$ cat src/hw/rtl/sva_pkg.sv
package sva_pkg;

	localparam int VOICE_COUNT   = 8;
	localparam int OSC_PER_VOICE = 4;
	localparam int OSC_POOL      = 16;

	localparam int SLOT_W = 3;
	localparam int NOTE_W = 7;
	localparam int OSC_W  = 3;
	localparam int VTOT_W = 4;
	localparam int OTOT_W = 5;
	localparam int STAT_W = 2;

	localparam logic OP_NOTE_ON = 1'b0;
	localparam logic OP_RELEASE = 1'b1;

	localparam logic [STAT_W-1:0] STAT_DONE       = 2'd0;
	localparam logic [STAT_W-1:0] STAT_NO_VOICE   = 2'd1;
	localparam logic [STAT_W-1:0] STAT_NO_OSC     = 2'd2;
	localparam logic [STAT_W-1:0] STAT_VOICE_IDLE = 2'd3;

	typedef struct packed {
		logic              clr_en;
		logic [SLOT_W-1:0] clr_addr;
		logic              set_en;
		logic [SLOT_W-1:0] set_addr;
		logic [NOTE_W-1:0] set_note;
		logic [OSC_W-1:0]  set_osc;
	} sva_wr_t;

	typedef struct packed {
		logic              enabled;
		logic [NOTE_W-1:0] note;
		logic [OSC_W-1:0]  osc;
	} sva_rd_t;

endpackage

$ cat src/hw/rtl/synth_voice_allocator_core.sv
// Sequence: a note-on scans the 8 slots, one slot per cycle, then commits and loads the
// result into the output register; a release skips the scan and goes straight to commit.
// Flow: one request at a time; in_stall is high until the result is loaded into the
// output register, so a new request is taken only after the last result is loaded.
// Reset: arst_n clears all slot enables, both totals, the sequencer and the output valid.
module synth_voice_allocator_core (
	input  logic                       clk,
	input  logic                       arst_n,
	input  logic                       in_valid,
	output logic                       in_stall,
	input  logic                       op,
	input  logic [sva_pkg::NOTE_W-1:0] note,
	input  logic [sva_pkg::OSC_W-1:0]  osc_request,
	input  logic [sva_pkg::SLOT_W-1:0] release_index,
	output logic                       out_valid,
	input  logic                       out_stall,
	output logic [sva_pkg::STAT_W-1:0] status,
	output logic [sva_pkg::SLOT_W-1:0] voice_slot,
	output logic                       replaced_valid,
	output logic [sva_pkg::SLOT_W-1:0] replaced_slot,
	output logic [sva_pkg::VTOT_W-1:0] active_voices,
	output logic [sva_pkg::OTOT_W-1:0] oscillators_in_use
);
	import sva_pkg::*;

	localparam logic [1:0] ST_IDLE   = 2'd0;
	localparam logic [1:0] ST_SCAN   = 2'd1;
	localparam logic [1:0] ST_COMMIT = 2'd2;
	localparam logic [1:0] ST_OUT    = 2'd3;

	localparam logic [SLOT_W-1:0] LAST_SLOT = SLOT_W'(VOICE_COUNT - 1);

	logic [1:0]        state_q;
	logic [SLOT_W-1:0] idx_q;
	logic              op_q;
	logic [NOTE_W-1:0] note_q;
	logic [OSC_W-1:0]  req_q;
	logic [SLOT_W-1:0] rel_q;
	logic              pick_found_q;
	logic [SLOT_W-1:0] pick_q;
	logic              dup_found_q;
	logic [SLOT_W-1:0] dup_q;
	logic [OSC_W-1:0]  dup_osc_q;
	logic [VTOT_W-1:0] vtot_q;
	logic [OTOT_W-1:0] otot_q;

	logic [STAT_W-1:0] res_status_q;
	logic [SLOT_W-1:0] res_slot_q;
	logic              res_rvalid_q;
	logic [SLOT_W-1:0] res_rslot_q;

	logic              out_valid_q;
	logic [STAT_W-1:0] out_status_q;
	logic [SLOT_W-1:0] out_slot_q;
	logic              out_rvalid_q;
	logic [SLOT_W-1:0] out_rslot_q;
	logic [VTOT_W-1:0] out_vtot_q;
	logic [OTOT_W-1:0] out_otot_q;

	logic [SLOT_W-1:0] rd_addr;
	sva_rd_t           rd;
	sva_wr_t           wr;

	logic              in_take;
	logic              out_free;
	logic [OSC_W-1:0]  req_clamped;
	logic [OTOT_W:0]   avail;
	logic              rel_in_range;

	logic [STAT_W-1:0] c_status;
	logic [SLOT_W-1:0] c_slot;
	logic              c_rvalid;
	logic [SLOT_W-1:0] c_rslot;
	logic [VTOT_W-1:0] c_vtot;
	logic [OTOT_W-1:0] c_otot;

	sva_voice_table u_table (
		.clk    (clk),
		.arst_n (arst_n),
		.rd_addr(rd_addr),
		.rd     (rd),
		.wr     (wr)
	);

	assign in_stall = (state_q != ST_IDLE);
	assign in_take  = in_valid && (state_q == ST_IDLE);
	assign out_free = !out_valid_q || !out_stall;

	assign req_clamped = (osc_request > OSC_W'(OSC_PER_VOICE)) ? OSC_W'(OSC_PER_VOICE)
		: osc_request;

	assign rd_addr      = (op_q == OP_RELEASE) ? rel_q : idx_q;
	assign avail        = (OTOT_W+1)'(OSC_POOL) - {1'b0, otot_q};
	assign rel_in_range = ({1'b0, rel_q} < (SLOT_W+1)'(VOICE_COUNT));

	// commit decision: free the duplicate or released slot, claim the picked one
	always_comb begin
		wr       = '0;
		c_status = STAT_DONE;
		c_slot   = '0;
		c_rvalid = 1'b0;
		c_rslot  = '0;
		c_vtot   = vtot_q;
		c_otot   = otot_q;
		if (op_q == OP_NOTE_ON) begin
			if (!pick_found_q) begin
				c_status = STAT_NO_VOICE;
			end else if ((OTOT_W+1)'(req_q) > avail) begin
				c_status = STAT_NO_OSC;
			end else begin
				c_slot      = pick_q;
				wr.set_en   = (state_q == ST_COMMIT);
				wr.set_addr = pick_q;
				wr.set_note = note_q;
				wr.set_osc  = req_q;
				if (dup_found_q) begin
					c_rvalid    = 1'b1;
					c_rslot     = dup_q;
					wr.clr_en   = (state_q == ST_COMMIT);
					wr.clr_addr = dup_q;
					c_otot      = otot_q - OTOT_W'(dup_osc_q) + OTOT_W'(req_q);
				end else begin
					c_vtot = vtot_q + VTOT_W'(1);
					c_otot = otot_q + OTOT_W'(req_q);
				end
			end
		end else begin
			c_slot = rel_q;
			if (!rel_in_range || !rd.enabled) begin
				c_status = STAT_VOICE_IDLE;
			end else begin
				wr.clr_en   = (state_q == ST_COMMIT);
				wr.clr_addr = rel_q;
				c_vtot      = vtot_q - VTOT_W'(1);
				c_otot      = otot_q - OTOT_W'(rd.osc);
			end
		end
	end

	always_ff @(posedge clk or negedge arst_n) begin
		if (!arst_n) begin
			state_q      <= ST_IDLE;
			idx_q        <= '0;
			pick_found_q <= 1'b0;
			dup_found_q  <= 1'b0;
			vtot_q       <= '0;
			otot_q       <= '0;
			out_valid_q  <= 1'b0;
		end else begin
			if (out_valid_q && !out_stall && (state_q != ST_OUT)) begin
				out_valid_q <= 1'b0;
			end
			unique case (state_q)
				ST_IDLE: begin
					if (in_take) begin
						idx_q        <= '0;
						pick_found_q <= 1'b0;
						dup_found_q  <= 1'b0;
						state_q      <= (op == OP_RELEASE) ? ST_COMMIT : ST_SCAN;
					end
				end
				ST_SCAN: begin
					// keep the lowest free slot and the lowest enabled slot on this note
					if (!rd.enabled && !pick_found_q) begin
						pick_found_q <= 1'b1;
					end
					if (rd.enabled && rd.note == note_q && !dup_found_q) begin
						dup_found_q <= 1'b1;
					end
					idx_q <= idx_q + SLOT_W'(1);
					if (idx_q == LAST_SLOT) begin
						state_q <= ST_COMMIT;
					end
				end
				ST_COMMIT: begin
					vtot_q  <= c_vtot;
					otot_q  <= c_otot;
					state_q <= ST_OUT;
				end
				ST_OUT: begin
					if (out_free) begin
						out_valid_q <= 1'b1;
						state_q     <= ST_IDLE;
					end
				end
				default: state_q <= ST_IDLE;
			endcase
		end
	end

	always_ff @(posedge clk) begin
		if (in_take) begin
			op_q   <= op;
			note_q <= note;
			req_q  <= req_clamped;
			rel_q  <= release_index;
		end
		if (state_q == ST_SCAN) begin
			if (!rd.enabled && !pick_found_q) begin
				pick_q <= idx_q;
			end
			if (rd.enabled && rd.note == note_q && !dup_found_q) begin
				dup_q     <= idx_q;
				dup_osc_q <= rd.osc;
			end
		end
		if (state_q == ST_COMMIT) begin
			res_status_q <= c_status;
			res_slot_q   <= c_slot;
			res_rvalid_q <= c_rvalid;
			res_rslot_q  <= c_rslot;
		end
		if (state_q == ST_OUT && out_free) begin
			out_status_q <= res_status_q;
			out_slot_q   <= res_slot_q;
			out_rvalid_q <= res_rvalid_q;
			out_rslot_q  <= res_rslot_q;
			out_vtot_q   <= vtot_q;
			out_otot_q   <= otot_q;
		end
	end

	assign out_valid          = out_valid_q;
	assign status             = out_status_q;
	assign voice_slot         = out_slot_q;
	assign replaced_valid     = out_rvalid_q;
	assign replaced_slot      = out_rslot_q;
	assign active_voices      = out_vtot_q;
	assign oscillators_in_use = out_otot_q;

endmodule

$ cat src/hw/rtl/sva_voice_table.sv
module sva_voice_table (
	input  logic                  clk,
	input  logic                  arst_n,
	input  logic [sva_pkg::SLOT_W-1:0] rd_addr,
	output sva_pkg::sva_rd_t      rd,
	input  sva_pkg::sva_wr_t      wr
);
	import sva_pkg::*;

	logic [VOICE_COUNT-1:0] enabled_q;
	logic [VOICE_COUNT-1:0] enabled_d;
	logic [NOTE_W-1:0]      note_q [VOICE_COUNT];
	logic [OSC_W-1:0]       osc_q  [VOICE_COUNT];

	always_comb begin
		enabled_d = enabled_q;
		if (wr.clr_en) begin
			enabled_d[wr.clr_addr] = 1'b0;
		end
		if (wr.set_en) begin
			enabled_d[wr.set_addr] = 1'b1;
		end
	end

	always_ff @(posedge clk or negedge arst_n) begin
		if (!arst_n) begin
			enabled_q <= '0;
		end else begin
			enabled_q <= enabled_d;
		end
	end

	// note and count are only looked at while the slot is enabled
	always_ff @(posedge clk) begin
		if (wr.set_en) begin
			note_q[wr.set_addr] <= wr.set_note;
			osc_q[wr.set_addr]  <= wr.set_osc;
		end
	end

	assign rd.enabled = enabled_q[rd_addr];
	assign rd.note    = note_q[rd_addr];
	assign rd.osc     = osc_q[rd_addr];

endmodule
$ cat config.mk
export PLATFORM = sky130hd
export DESIGN_NAME = synth_voice_allocator_core
export DESIGN_NICKNAME = d
export VERILOG_FILES = /design/src/hw/rtl/sva_pkg.sv /design/src/hw/rtl/synth_voice_allocator_core.sv /design/src/hw/rtl/sva_voice_table.sv
export SDC_FILE = /design/constraint.sdc
export NUM_CORES = 1
export LEC_CHECK = 0
export ABC_AREA = 1
export BUFFER_PORTS_ARGS = -buffer_cell sky130_fd_sc_hd__buf_4
export CORE_MARGIN = 10
export CORE_UTILIZATION = 55
export CTS_CLUSTER_SIZE = 40
export DETAILED_ROUTE_END_ITERATION = 8
export PLACE_DENSITY_LB_ADDON = 0.25
export SYNTH_ARGS = -nofsm -noshare
export SYNTH_HDL_FRONTEND = slang
export SYNTH_HIERARCHICAL = 1
export SYNTH_SLANG_ARGS = --single-unit
export TNS_END_PERCENT = 1
$ cat constraint.sdc
create_clock -name clk -period 3.5 [get_ports clk]
set_clock_uncertainty 0.1 [all_clocks]
set_input_delay 0.525 -clock clk [delete_from_list [all_inputs] [get_ports clk]]
set_output_delay 0.525 -clock clk [all_outputs]
set_load 0.05 [all_outputs]
==> results.yml <==
worst_hold_path:
  holdCritPathClass: "input port to flop"
  hold_crit_depth: 1
worst_setup_path:
  start_kind: "flop"
  worst-r2r-cell-count: 13
  critPathArrivalTime_ns: 3.31
  cp-end-kind: "flop"
  critPathSlowestCell: "dfrtp_1"
  reg2reg_from: "otot_q[1]"
  cp_cell_sequence: "inv_1 -> ha_1 -> xor2_1 -> ha_1 -> nand3_1 -> a21boi_0 -> nand3_2 -> nand2_2 -> nor2_1 -> inv_1 -> nand2_1 -> nor2_1 -> buf_4"
  critical_path.max_stage_delay_ns: 0.48
  setup.worst_path.class: "flop to flop"
  critical_path.max_fanout: 17
  critical_path.endpoint: "u_table/osc_q[4][0]"
  r2r-end: "u_table/osc_q[4][0]"
  r2r_setup_slack_ns: 0.22
  timing.critical_path.from: "otot_q[1]"
  timing.critical_path.required_ns: 3.52
timing:
  post-route-min-period_ns: 3.283
  setup_viol: 0
  finalSetupTns_ns: 0
  final-hold-violation-count: 0
  timing.fmax_mhz: 304.6
  layout_worst_path_cycle_share_pct: 93.80
  worst_pin_slew_ns: 1.048
  rsz0062_at_grt: "no"
  slew_headroom_pct: 30.11
  final_max_slew_viol_count: 0
  postLayoutSetupSlackWorst_ns: 0.2172
pwr:
  p_clk_share_pct: 25.4
  cellPowerDensity_nw_per_um2: 838.2
  share_of_total_power_consumed_by_net_switching_pct: 38.34
  power.combinational.fraction_pct: 38.0
  total_power_mw: 7.276
  ir_drop_worst_case_vdd_uv: 642.1
  power_frac_seq_pct: 36.6
  power.leakage_nw: 4.031
  power.switching_mw: 2.790
  p_int_mw: 4.486
logic_synthesis:
  post_synth_instance_area_um2: 7551
  most_used_standard_cells_in_the_synthesized_netlist: "218 x nand2_1, 151 x inv_1, 130 x edfxtp_1, 76 x nand3_1, 41 x nor2_1"
  yosys_warnings: 6
  async_flop_share_pct: 16.13
  dominantRegCellSynth: "edfxtp_1"
  syn_avg_cell_area_um2: 9.681
  synth-edff-count: 130
  yosysTopAreaCell: "edfxtp_1"
  synth.most_common_cell: "nand2_1"
  synthesized_net_count: 829
  synth_top_cell_area_share_pct: 51.70
  post_synth_inst_count: 780
  ys_types: 33
  register_bit_count_reported_by_yosys: 155
  synth_sequential_area_ratio_pct: 59.98
  netlist_top_cells_area: "edfxtp_1 52%, nand2_1 11%, dfrtp_1 8.3%, inv_1 7.5%, nand3_1 5.0%"
clocking:
  tritoncts.num_buffers: 17
  h-tree-depth: 4
  cts_clock_pin_slew_for_the_worst_setup_and_hold_paths_ns: 0.06
  cts_tree: "yes"
  clock_sinks: 155
  post_cts_resize_count: 0
  cts_root_buffer: "clkbuf_16"
  clk-insertion-delay-late_ns: 0.43
  max-clock-path-buffers: 2
routing:
  totalWireLength_um: 17070
  drt_first_pass_iters: 6
  detail_route.drc_violations: 0
  via_count: 5463
  drt_first_iter_violations: 494
  final_antenna_net_count: 0
  vias_per_cell: 5.314
  route.detailed.wl_per_inst_um: 16.61
place:
  placedCellCount: 995
  place.detailed.hpwl_um: 12160
  dp_slack_ns: 0.2476
  place.gp.congestion: 0.9366
  port-buffer-count: 37
final_layout:
  number_of_fill_cells: 1104
  layout-area-overhead-vs-synth_pct: 14.96
  finish.utilization_pct: 65.04
  antenna_cells_inserted: 0
  fin_nets: 888
  layout-drive-gt1-share_pct: 11.85
  final_cells: 1028
global_routing:
  grt_antenna_before_repair: 0
  first_pass_grt_wire_length_um: 27480
  grt-ovfl-total: 0
  largest_net_degree_at_the_start_of_global_routing: 45
  first_global_vias: 5379
  groute.usage.overall_pct: 18.99
run_status:
  outcome: "finished, final reports clean"
floorplan:
  die-width_um: 137.2
  die_area_um2: 18820
  std_cell_rows: 42
  die_y_um: 137.2
  fp.coreArea_um2: 13350
  ios: 38
  floorplan.initialDensity_pct: 56.57
run:
  maxCapViolCount: 0
power groups by stage:
| stage | registers [mW] | clock network [mW] | logic, mW |
|---|---|---|---|
| after floorplan | 2.82 | 0 | 1.85 |
| after global placement | 2.69 | 0 | 2.64 |
| after detailed placement | 2.70 | 0 | 2.73 |
| after CTS | 2.66 | 1.87 | 2.76 |
| after global routing | 2.70 | 1.94 | 3.11 |
| final | 2.66 | 1.85 | 2.77 |
critical path: cells and delay by family, from the launching register on:
family	cells	cell delay, ns
simple gates	6	1.00
fa+ha+maj	2	0.57
flops	1	0.48
buf+inv	3	0.43
compound gates	1	0.23
xor+xnor	1	0.16
metal layers:
metal / track usage (%) / vias up / part of all wire, %
met3: 3.423 / 30 / 5.5
met5: 0 / - / 0
li1: - / 2607 / -
met1: 25.30 / 2653 / 44
met4: 7.143 / 0 / 1.9
met2: 30.43 / 173 / 48
placed cells by master, fill, tap and decap left out, types with 2 or more instances in the layout:
cell type  count
nand2_1      218
inv_1        151
edfxtp_1     130
nand3_1       76
buf_4         60
nor2_1        41
o21ai_0       33
ha_1          25
dfrtp_1       25
clkbuf_16     18
a21oi_1       13
xnor2_1        7
fa_1           6
nor3_1         5
clkbuf_1       5
nand2_2        4
inv_2          3
xor2_1         3
o22ai_1        3
clkbuf_8       3
nand3_2        2
mux2i_1        2
bufinv_16      2
clkinv_2       2
final cells by class:
class,count,area (um^2),share of cell area [%]
flip-flops and latches,155,4529,52.18
multi-input cells,448,2286,26.33
inverters,156,588.1,6.774
clock buffers,26,510.5,5.881
repair buffers,61,460.4,5.304
well taps,176,220.2,2.537
clock inverters,6,86.33,0.9945
per-stage QoR:
step	hold slack, ns	instance area, um^2
floorplan	0.1294	7551
global placement	0.3006	8074
detailed placement	0.3105	8074
CTS	0.1597	8681
global route	0.1642	8681
finish	0.1718	8681
how the worst min path moves through the flow:
| stage | start | end | slack (ns) |
|---|---|---|---|
| floorplan | arst_n | dup_found_q | 0.13 |
| global placement | res_rvalid_q | replaced_valid | 0.30 |
| detailed placement | res_slot_q[2] | voice_slot[2] | 0.31 |
| CTS | note[1] | note_q[1] | 0.16 |
| global route | release_index[1] | rel_q[1] | 0.16 |
| finish | note[2] | note_q[2] | 0.17 |
registers in the layout, indices dropped and copies added (netlist names), 4 cells and up:
name                cells
u_table/note_q         56
u_table/osc_q          24
u_table/enabled_q       8
note_q                  7
oscillators_in_use      5
otot_q                  5
active_voices           4
vtot_q                  4
cell families (layout without fill, tap and decap cells):
family / after synthesis / in the layout / share of synthesized area [%]
buf+inv: 177 / 249 / 9.793
mux: 2 / 2 / 0.2651
compound gates: 56 / 56 / 3.960
simple gates: 349 / 349 / 19.11
xor+xnor: 10 / 10 / 1.160
flops: 155 / 155 / 59.98
fa+ha+maj: 31 / 31 / 5.733
what timing repair did:
item / in CTS / in global routing
setup buffers: 0 / 0
hold buffers: 1 / 0
hold endpoints to repair: 25 / 0
No activity file was read; power rests on OpenSTA's default activity.
